### src/design/p1_triangle_laplace_stiffness_unit_defines.svh
// ----------------------------------------------------------------------------
// p1 triangle stiffness unit: assertion macros
// shared check macros, compiled out when ASSERT_OFF is set
// ----------------------------------------------------------------------------
`ifndef P1_TRIANGLE_LAPLACE_STIFFNESS_UNIT_DEFINES_SVH
`define P1_TRIANGLE_LAPLACE_STIFFNESS_UNIT_DEFINES_SVH

`ifndef ASSERT_OFF
`define P1TLS_ASSERT(lbl, clk, rst, prop) \
   lbl: assert property (@(posedge clk) disable iff (rst) prop) else $error("p1tls check failed");
`define P1TLS_ASSERT_NEVER(lbl, clk, rst, expr) \
   lbl: assert property (@(posedge clk) disable iff (rst) !(expr)) else $error("p1tls check failed");
`else
`define P1TLS_ASSERT(lbl, clk, rst, prop)
`define P1TLS_ASSERT_NEVER(lbl, clk, rst, expr)
`endif

`endif

### src/design/p1tls_pkg.sv
// ----------------------------------------------------------------------------
// p1tls_pkg
// constants and types shared by the triangle stiffness unit
// ----------------------------------------------------------------------------
package p1tls_pkg;

   localparam int CoordWidthDef = 32;
   localparam int FracBitsDef   = 16;

   localparam int EntryWidth  = 48;
   localparam int HalfWidth   = EntryWidth / 2;
   localparam int QuotBits    = EntryWidth + 1;
   localparam int RowBits     = 2;
   localparam int RspDataBits = RowBits + 4 * EntryWidth;
   localparam int RspDataWidth = ((RspDataBits + 7) / 8) * 8;

   localparam logic [RowBits-1:0] LastRow = RowBits'(2);

   localparam int QueueDepth = 4;
   localparam int QPtrWidth  = $clog2(QueueDepth);
   localparam int QCntWidth  = $clog2(QueueDepth + 1);

   typedef struct packed {
      logic                 empty;
      logic [QCntWidth-1:0] count;
   } q_stat_type;

endpackage

### src/design/p1tls_fifo.sv
// ----------------------------------------------------------------------------
// p1tls_fifo
// short queue between the front stage and the back sequencer
// ----------------------------------------------------------------------------
module p1tls_fifo #(
   parameter int WIDTH = 8
) (
   input  logic                   clock,
   input  logic                   reset,
   input  logic                   push,
   input  logic [WIDTH-1:0]       push_data,
   input  logic                   pop,
   output logic [WIDTH-1:0]       pop_data,
   output logic                   q_valid,
   output p1tls_pkg::q_stat_type  q_stat
);
   import p1tls_pkg::*;

   logic [WIDTH-1:0]     mem_ff [QueueDepth];
   logic [QPtrWidth-1:0] wr_ptr_ff, rd_ptr_ff;
   logic [QCntWidth-1:0] count_ff;

   always_ff @(posedge clock) begin
      if (push) begin
         mem_ff[wr_ptr_ff] <= push_data;
      end
   end

   always_ff @(posedge clock) begin
      if (reset) begin
         wr_ptr_ff <= '0;
         rd_ptr_ff <= '0;
         count_ff  <= '0;
      end else begin
         if (push) wr_ptr_ff <= wr_ptr_ff + QPtrWidth'(1);
         if (pop)  rd_ptr_ff <= rd_ptr_ff + QPtrWidth'(1);
         case ({push, pop})
            2'b10:   count_ff <= count_ff + QCntWidth'(1);
            2'b01:   count_ff <= count_ff - QCntWidth'(1);
            default: count_ff <= count_ff;
         endcase
      end
   end

   assign pop_data     = mem_ff[rd_ptr_ff];
   assign q_valid      = (count_ff != '0);
   assign q_stat.empty = (count_ff == '0);
   assign q_stat.count = count_ff;

endmodule

### config.mk
export PLATFORM = sky130hd
export DESIGN_NAME = p1tls_fifo
export DESIGN_NICKNAME = d
export VERILOG_FILES = /design/src/design/p1_triangle_laplace_stiffness_unit_defines.svh /design/src/design/p1tls_pkg.sv /design/src/design/p1tls_fifo.sv
export SDC_FILE = /design/constraint.sdc
export NUM_CORES = 1
export LEC_CHECK = 0
export ABC_AREA = 0
export BUFFER_PORTS_ARGS = -buffer_cell sky130_fd_sc_hd__buf_4
export CELL_PAD_IN_SITES_DETAIL_PLACEMENT = 1
export CELL_PAD_IN_SITES_GLOBAL_PLACEMENT = 1
export CORE_ASPECT_RATIO = 0.75
export CORE_MARGIN = 8
export CORE_UTILIZATION = 49
export DETAILED_ROUTE_END_ITERATION = 10
export HOLD_SLACK_MARGIN = 0.08
export PLACE_DENSITY = 0.9
export SLEW_MARGIN = 20
export SYNTH_ARGS = -nofsm -noshare
export SYNTH_HDL_FRONTEND = slang
export SYNTH_SLANG_ARGS = --single-unit
### constraint.sdc
create_clock -name clock -period 5.2 [get_ports clock]
set_input_delay 1.56 -clock clock [delete_from_list [all_inputs] [get_ports clock]]
set_output_delay 1.56 -clock clock [all_outputs]
set_load 0.02 [all_outputs]
==> Word level (Yosys, flattened, before mapping) <==
Memories as Yosys holds them, arrays and structs flattened. A register that Yosys moved wholly into a read port is not among the register bits.
Index checks and enable logic that the tools add are counted.
{ "totals": {"register_bits": 7, "mem_bits_rw": 32, "in_bits": 12, "out_inout_bits": 13, "elab_cells": 18, "n_memories": 1} }
{ "mem_list": {"columns": ["memory", "depth", "word_bits", "read_ports", "rd_ports_with_merged_regs", "write_ports", "line_no", "text"], "rows": [
  ["mem_ff", 4, 8, 1, 1, 1, "p1tls_fifo.sv:19", "logic [WIDTH-1:0] mem_ff [QueueDepth];"]
]} }
{ "op_classes": {"add_sub_neg": 4, "eq_ne": 2, "muxes": 5, "n_reduce_logical": 3} }
{ "ops": {"columns": ["op", "n"], "rows": [
  ["$pmux W3 S2", 1],
  ["$add A2 B1 Y2 const B", 2],
  ["$mux W2", 2],
  ["$add A3 B1 Y3 const B", 1],
  ["$logic_not A3 Y1", 1],
  ["$reduce_bool A3 Y1", 1],
  ["$sub A3 B1 Y3 const B", 1],
  ["$eq A2 B1 Y1 const B", 1],
  ["$eq A2 B2 Y1 const B", 1],
  ["$mux W1", 2],
  ["$reduce_bool A2 Y1", 1]
]} }

==> Longest topological paths before layout <==
Gate-level depths: netlist of run 1.
{ "logic_depth": {"word_depth": 3, "depth_mapped": 7, "mapped_depth_nobuf": 7} }

==> Least setup slack after synthesis of run 1 <==
Ideal clock, no wire load.
{ "synth_path": {"path_kind": "input -> register", "from": "input push", "to": "register count_ff[2]", "setup_ns": 0.070, "arrival_time_ns": 2.739, "t_required_ns": 5.130, "path_slack_ns": 2.392, "path_stages": 7, "path_buffers": 0, "path_cell_list": "inv_1 ha_1 inv_1 fa_1 xor2_1 or3_1 a21oi_1"} }
{ "synth_via": {"elab_chain_cells": 2, "elab_cells_between_ends": 4, "classes_between": "2 x eq/ne; 1 x mux; 1 x reduce/logical"} }
{ "synth_lines": {"columns": ["element", "line_no", "text"], "rows": [
  ["start, declared", "p1tls_fifo.sv:10", "input logic push,"],
  ["$eq A2 B1 Y1 / $eq A2 B2 Y1 (equally long branches)", "p1tls_fifo.sv:37", "case ({push, pop})"],
  ["$pmux W3 S2 / $reduce_bool A2 Y1 (equally long branches)", null, null],
  ["end signal, assigned", "p1tls_fifo.sv:38", "2'b10: count_ff <= count_ff + QCntWidth'(1);"],
  ["end signal, assigned", "p1tls_fifo.sv:39", "2'b01: count_ff <= count_ff - QCntWidth'(1);"],
  ["end signal, assigned", "p1tls_fifo.sv:40", "default: count_ff <= count_ff;"],
  ["end, declared", "p1tls_fifo.sv:21", "logic [QCntWidth-1:0] count_ff;"]
]} }
Several ways; a longest one is shown, not always the timed one.
A chain may end at the register's enable or synchronous reset.

==> impl_metrics.json, run 1 <==
{
  "max_slew_margin_pct": 63.67,
  "worst_path_max_delay_cell": "dfxtp_1",
  "path_cells": "mux4_2 > buf_4",
  "clock_latency_ps": 290,
  "io_buffer_count": 24,
  "syn_nets": 107,
  "fp-row-count": 18,
  "cts_root_buf": "clkbuf_8",
  "n_fill_cell": 303,
  "synth_top_area_cell": "edfxtp_1",
  "synth_edf_count": 32,
  "hold_violations": 0,
  "crit_buf_inv": 1,
  "rsz0062_at_grt": "false",
  "finalMaxSlewViolations": 0,
  "cts_tree": "yes",
  "grt_pass1_vias": 873,
  "htree_levels": 2,
  "wirelength_mm": 2.721,
  "clock_sinks": 41,
  "crit_type": "reg -> out",
  "ff_latch_area_mm2": 0.001141,
  "layout.cells.most_common": "edfxtp_1",
  "min_period_ps": 3280,
  "vias": 800,
  "setup_viol": 0,
  "initial_core_util_pct": 49.77,
  "final_cell_mix": "edfxtp_1, buf_4, dfxtp_1",
  "yosys_warnings": 0,
  "synth_seq_area_share_pct": 71.70,
  "ctsResizeCount": 0,
  "viasPerCell": 5.063,
  "die_w_um": 81.81,
  "syn_avg_cell_area_um2": 17.88,
  "final.setup.tns_ps": 0,
  "dr.pass1.iters": 4,
  "grt_pass1_wl_mm": 4.340,
  "drive_gt1_share_pct": 33.05,
  "core_mm2": 0.003198,
  "antenna_found_initial": 0,
  "gp_congestion": 0.7778,
  "dp_hpwl_mm": 2.032,
  "nets": 135,
  "cts_buffer_depth": 2,
  "grt_usage_pct": 11.38,
  "path_clk_slew_ps": 80,
  "crit_fanout": 8,
  "synth_area_leaders": "edfxtp_1, dfxtp_1, mux4_2, ha_1, nor2_1",
  "ff2ff_setup_slack_ps": 3590,
  "synth.top_cell.area_share_pct": 60.38,
  "min_path_type": "reg -> reg",
  "skew_ps": 8.396,
  "ant_nets": 0,
  "period_share_pct": 63.07,
  "max_freq_ghz": 0.3049,
  "drc": 0,
  "initialDrtViolationCount": 28,
  "grt_overflow_total": 0,
  "ys_async_sr_fraction_pct": 0,
  "cts_buffers": 5,
  "p_leak_nw": 0.6965,
  "area_growth_pct": 19.03,
  "maxCapViolations": 0,
  "cp_top_family": "flip-flops",
  "slowest_delay_ps": 670,
  "multi_input_area_um2": 402.9,
  "ys_ff_latch": 41,
  "power_density_mw_per_mm2": 374.2,
  "cts_setup_buffers": 0,
  "die_area_mm2": 0.005346,
  "start_kind": "flop",
  "drt-wirelength-per-cell_um": 17.22,
  "grt_max_degree": 14,
  "worstPathRequired_ps": 3640,
  "synth.distinct_cells": 17,
  "status": "complete, no violations",
  "max_slew.worst_pin.slew_ps": 544.2,
  "die_h_um": 65.36,
  "crit_path_end_kind": "output port",
  "arrival_ps": 1720,
  "num_antenna_cells": 0,
  "whs_ps": 552.5,
  "num_io_pins": 25,
  "peakVddDrop_mv": 0.2355,
  "synthesis.area_mm2": 0.001592,
  "syn_inst": 89,
  "hold_buffers": 0,
  "ys.flop_type": "edfxtp_1"
}
## state kept, by name, indices dropped and copies added, names as in the netlist, named ones only
signal     flops
mem_ff        32
rd_ptr_ff      2
count_ff       3
wr_ptr_ff      2
## path summary, 6_finish.rpt
path | to | start | depth (start not counted)
setup / recovery | pop_data[4] | flop | 2
hold / removal | count_ff[1] | count_ff[1] | 2
setup reg to reg | count_ff[2] | count_ff[0] | 5
hold reg to reg | count_ff[1] | count_ff[1] | 2
## cells by family after synthesis
family / after synthesis / share of synthesized area [%]
compound gates: 3 / 0.9431
xor+xnor: 5 / 2.752
fa+ha+maj: 6 / 5.189
buf+inv: 10 / 2.988
flops: 41 / 71.70
mux: 9 / 11.95
simple gates: 15 / 4.481
## cell type report
cell class | instances | area share, %
clock buffer | 7 | 4.557
clock inverter | 1 | 0.3963
inverter | 7 | 1.387
multi-input combinational | 38 | 21.27
sequential | 41 | 60.24
tap | 40 | 2.642
timing repair buffer | 24 | 9.511
## cell usage after synthesis, types with 2 or more instances
cell type	count
edfxtp_1	32
mux4_2	8
clkbuf_2	2
xor2_1	3
a21oi_1	2
and2_1	4
or3_1	2
dfxtp_1	9
ha_1	5
inv_1	7
xnor2_1	2
nor2_1	8
## metal layers
metal  share of wire [%]  vias to the layer above  GRT usage [%]
li1                    -                      380              -
met2                  50                       18          17.90
met1                  42                      395          12.66
met5                   0                        -              0
met3                 5.7                        7          4.496
met4                 2.5                        0          7.205
## per-stage QoR
stage	setup WS, ps	area, um2	utilization, %	power (mW)	std cells
floorplan	2392	1592	-	0.4594	89
global placement	2208	1800	56.30	0.5008	150
detailed placement	2097	1800	56.30	0.5087	150
CTS	1857	1894	59.23	0.7186	158
global route	1804	1894	59.23	0.7379	158
finish	1920	1894	59.23	0.7089	158
## worst reg2reg max path, delay by kind of cell (launching register included)
kind	cells	cell delay (ps)
AO/OA/AOI/OAI	1	170
XOR/XNOR	1	160
adder cells (fa/ha/maj)	1	430
buffers and inverters	1	80
flip-flops	1	390
AND/OR/NAND/NOR	1	320
## report_power, final
group	internal [mW]	switching, mW
Clock	0.108	0.103
Combinational	0.0532	0.0580
Sequential	0.373	0.0139
Note: power is estimated with default switching activity, not from simulation.
==> run 2, diff against run 1 <==
- CORE_UTILIZATION: 49 -> 41
- PLACE_DENSITY: 0.9 -> 0.81
- clock period: 5.2 -> 2.99 ns (I/O delays scaled with it)
==> run 2 against run 1 <==
Net effect: worst setup slack got worse by 1500 ps; total power increased by 83%; largest power group unchanged; final cell count increased by 7.6%; highest routed layer unchanged.
==> impl_metrics.json, run 2 (same netlist as run 1, synthesis figures left out) <==
{
  "grt_pass1_wl_mm": 4.692,
  "power_mw": 1.294,
  "grt_usage_pct": 10.38,
  "drc": 0,
  "crit_type": "reg -> out",
  "hold_buffers": 0,
  "gp_congestion": 0.6737,
  "p_leak_nw": 0.7072,
  "layout.cells.most_common": "edfxtp_1",
  "grt_overflow_total": 0,
  "vias": 795,
  "wirelength_mm": 2.920,
  "min_period_ps": 2606,
  "fp-row-count": 19,
  "clock_sinks": 41,
  "viasPerCell": 4.676,
  "arrival_ps": 1710,
  "dr.pass1.iters": 3,
  "initial_core_util_pct": 43.19,
  "place_ws_ps": 590.0,
  "max_slew.worst_pin.slew_ps": 543.5,
  "placed_cell_area_mm2": 0.001815,
  "r2r_end": "count_ff[2]",
  "final.setup.tns_ps": 0,
  "core_mm2": 0.003685,
  "cts_tree": "yes",
  "ctsResizeCount": 0,
  "antenna_found_initial": 0,
  "cts_setup_buffers": 0,
  "grt_max_degree": 14,
  "worstReg2RegStart": "count_ff[0]",
  "nets": 135,
  "netSwitchingFraction_pct": 23.63,
  "die_h_um": 69.96,
  "dp_hpwl_mm": 2.061,
  "clock_latency_ps": 280,
  "maxCapViolations": 0,
  "cts_root_buf": "clkbuf_8",
  "worstPathRequired_ps": 2090,
  "status": "complete, no violations",
  "crit_path_end_kind": "output port",
  "rsz0062_at_grt": "false",
  "area_growth_pct": 20.83,
  "cts_buffer_depth": 2,
  "largest_reg_flops": 32,
  "netSwitchingPower_uw": 305.8,
  "peakVddDrop_mv": 0.3482,
  "ff2ff_setup_slack_ps": 1420,
  "num_io_pins": 25,
  "grt_pass1_vias": 881,
  "setup_viol": 0,
  "reg2reg_depth": 5,
  "start_kind": "flop",
  "min_path_type": "reg -> reg",
  "power_density_mw_per_mm2": 673.1,
  "final_cell_mix": "edfxtp_1, buf_4, dfxtp_1",
  "clkPwrFrac_pct": 33.1,
  "ant_nets": 0,
  "seq_power_share_pct": 52.1,
  "cts_buffers": 5,
  "die_w_um": 87.94,
  "max_freq_ghz": 0.3837,
  "die_area_mm2": 0.006152,
  "slowest_delay_ps": 670,
  "top_register": "mem_ff",
  "combinationalPowerShare_pct": 14.8,
  "path_cells": "mux4_2 > buf_4",
  "path_clk_slew_ps": 70,
  "drive_gt1_share_pct": 33.05,
  "drt-wirelength-per-cell_um": 17.18,
  "hold_violations": 0,
  "skew_ps": 4.737,
  "finalMaxSlewViolations": 0,
  "crit_path_end": "pop_data[6]",
  "whs_ps": 520.1,
  "htree_levels": 2,
  "crit_fanout": 8,
  "final.setup.worst_slack_ps": 383.6,
  "period_share_pct": 87.17,
  "io_buffer_count": 24,
  "num_antenna_cells": 0,
  "initialDrtViolationCount": 25,
  "final_area_mm2": 0.001923,
  "max_slew_margin_pct": 63.72,
  "p_int_uw": 988.6,
  "top_regs": "mem_ff x32, count_ff x3",
  "worst_path_max_delay_cell": "dfxtp_1"
}
==> run 2: changes by cell type in the layout (fill, tap and decap cells not counted), sizes merged <==
cell,before,now
clkinvlp,1,0
clkinv,0,1
clkbuf,7,6
bufinv,0,1
==> run 2: metrics by stage <==
stage          utilization [%]  std cells
3_3_place_gp             49.27        162
2_1_floorplan                -         89
4_1_cts                  52.19        170
6_report                 52.19        170
3_5_place_dp             49.27        162
5_1_grt                  52.19        170
==> run 2: final cells by class <==
cell class / instances / area (um2)
Clock buffer: 6 / 72.57
Multi-Input combinational cell: 38 / 402.9
Timing Repair Buffer: 24 / 180.2
Clock inverter: 2 / 35.03
Tap cell: 52 / 65.06
Sequential cell: 41 / 1141
Inverter: 7 / 26.28
Fill cell: 373 / 1762
==> run 2: per-layer routing <==
metal  GRT usage [%]  routed length [um]  vias to the layer above
met2           17.08                1482                       17
met4           3.992                  38                        0
li1                -                   -                      379
met3           3.855                 125                        5
met5               0                   0                        -
met1           11.85                1273                      394
==> run 2: how the worst min path moves through the flow <==
stage            startpoint           to  slack [ps]  depth (start not counted)
6_report        count_ff[2]  count_ff[2]         520                          2
5_1_grt         count_ff[2]  count_ff[2]         540                          2
4_1_cts         count_ff[2]  count_ff[2]         520                          2
3_5_place_dp    count_ff[2]  count_ff[2]         520                          2
3_3_place_gp    count_ff[2]  count_ff[2]         490                          2
2_1_floorplan  rd_ptr_ff[1]         flop         480                          2
==> run 2: critical path: cells and delay by family (launching register included) <==
kind,cells,cell delay (ps)
DFF,1,670
muxes,1,580
buffers and inverters,1,170
==> run 2: power groups by stage <==
stage	Sequential (mW)	Clock, mW	Combinational, mW
2_1_floorplan	0.680	0	0.119
3_3_place_gp	0.685	0	0.187
3_5_place_dp	0.688	0	0.197
4_1_cts	0.675	0.438	0.197
5_1_grt	0.679	0.461	0.208
6_report	0.674	0.429	0.192
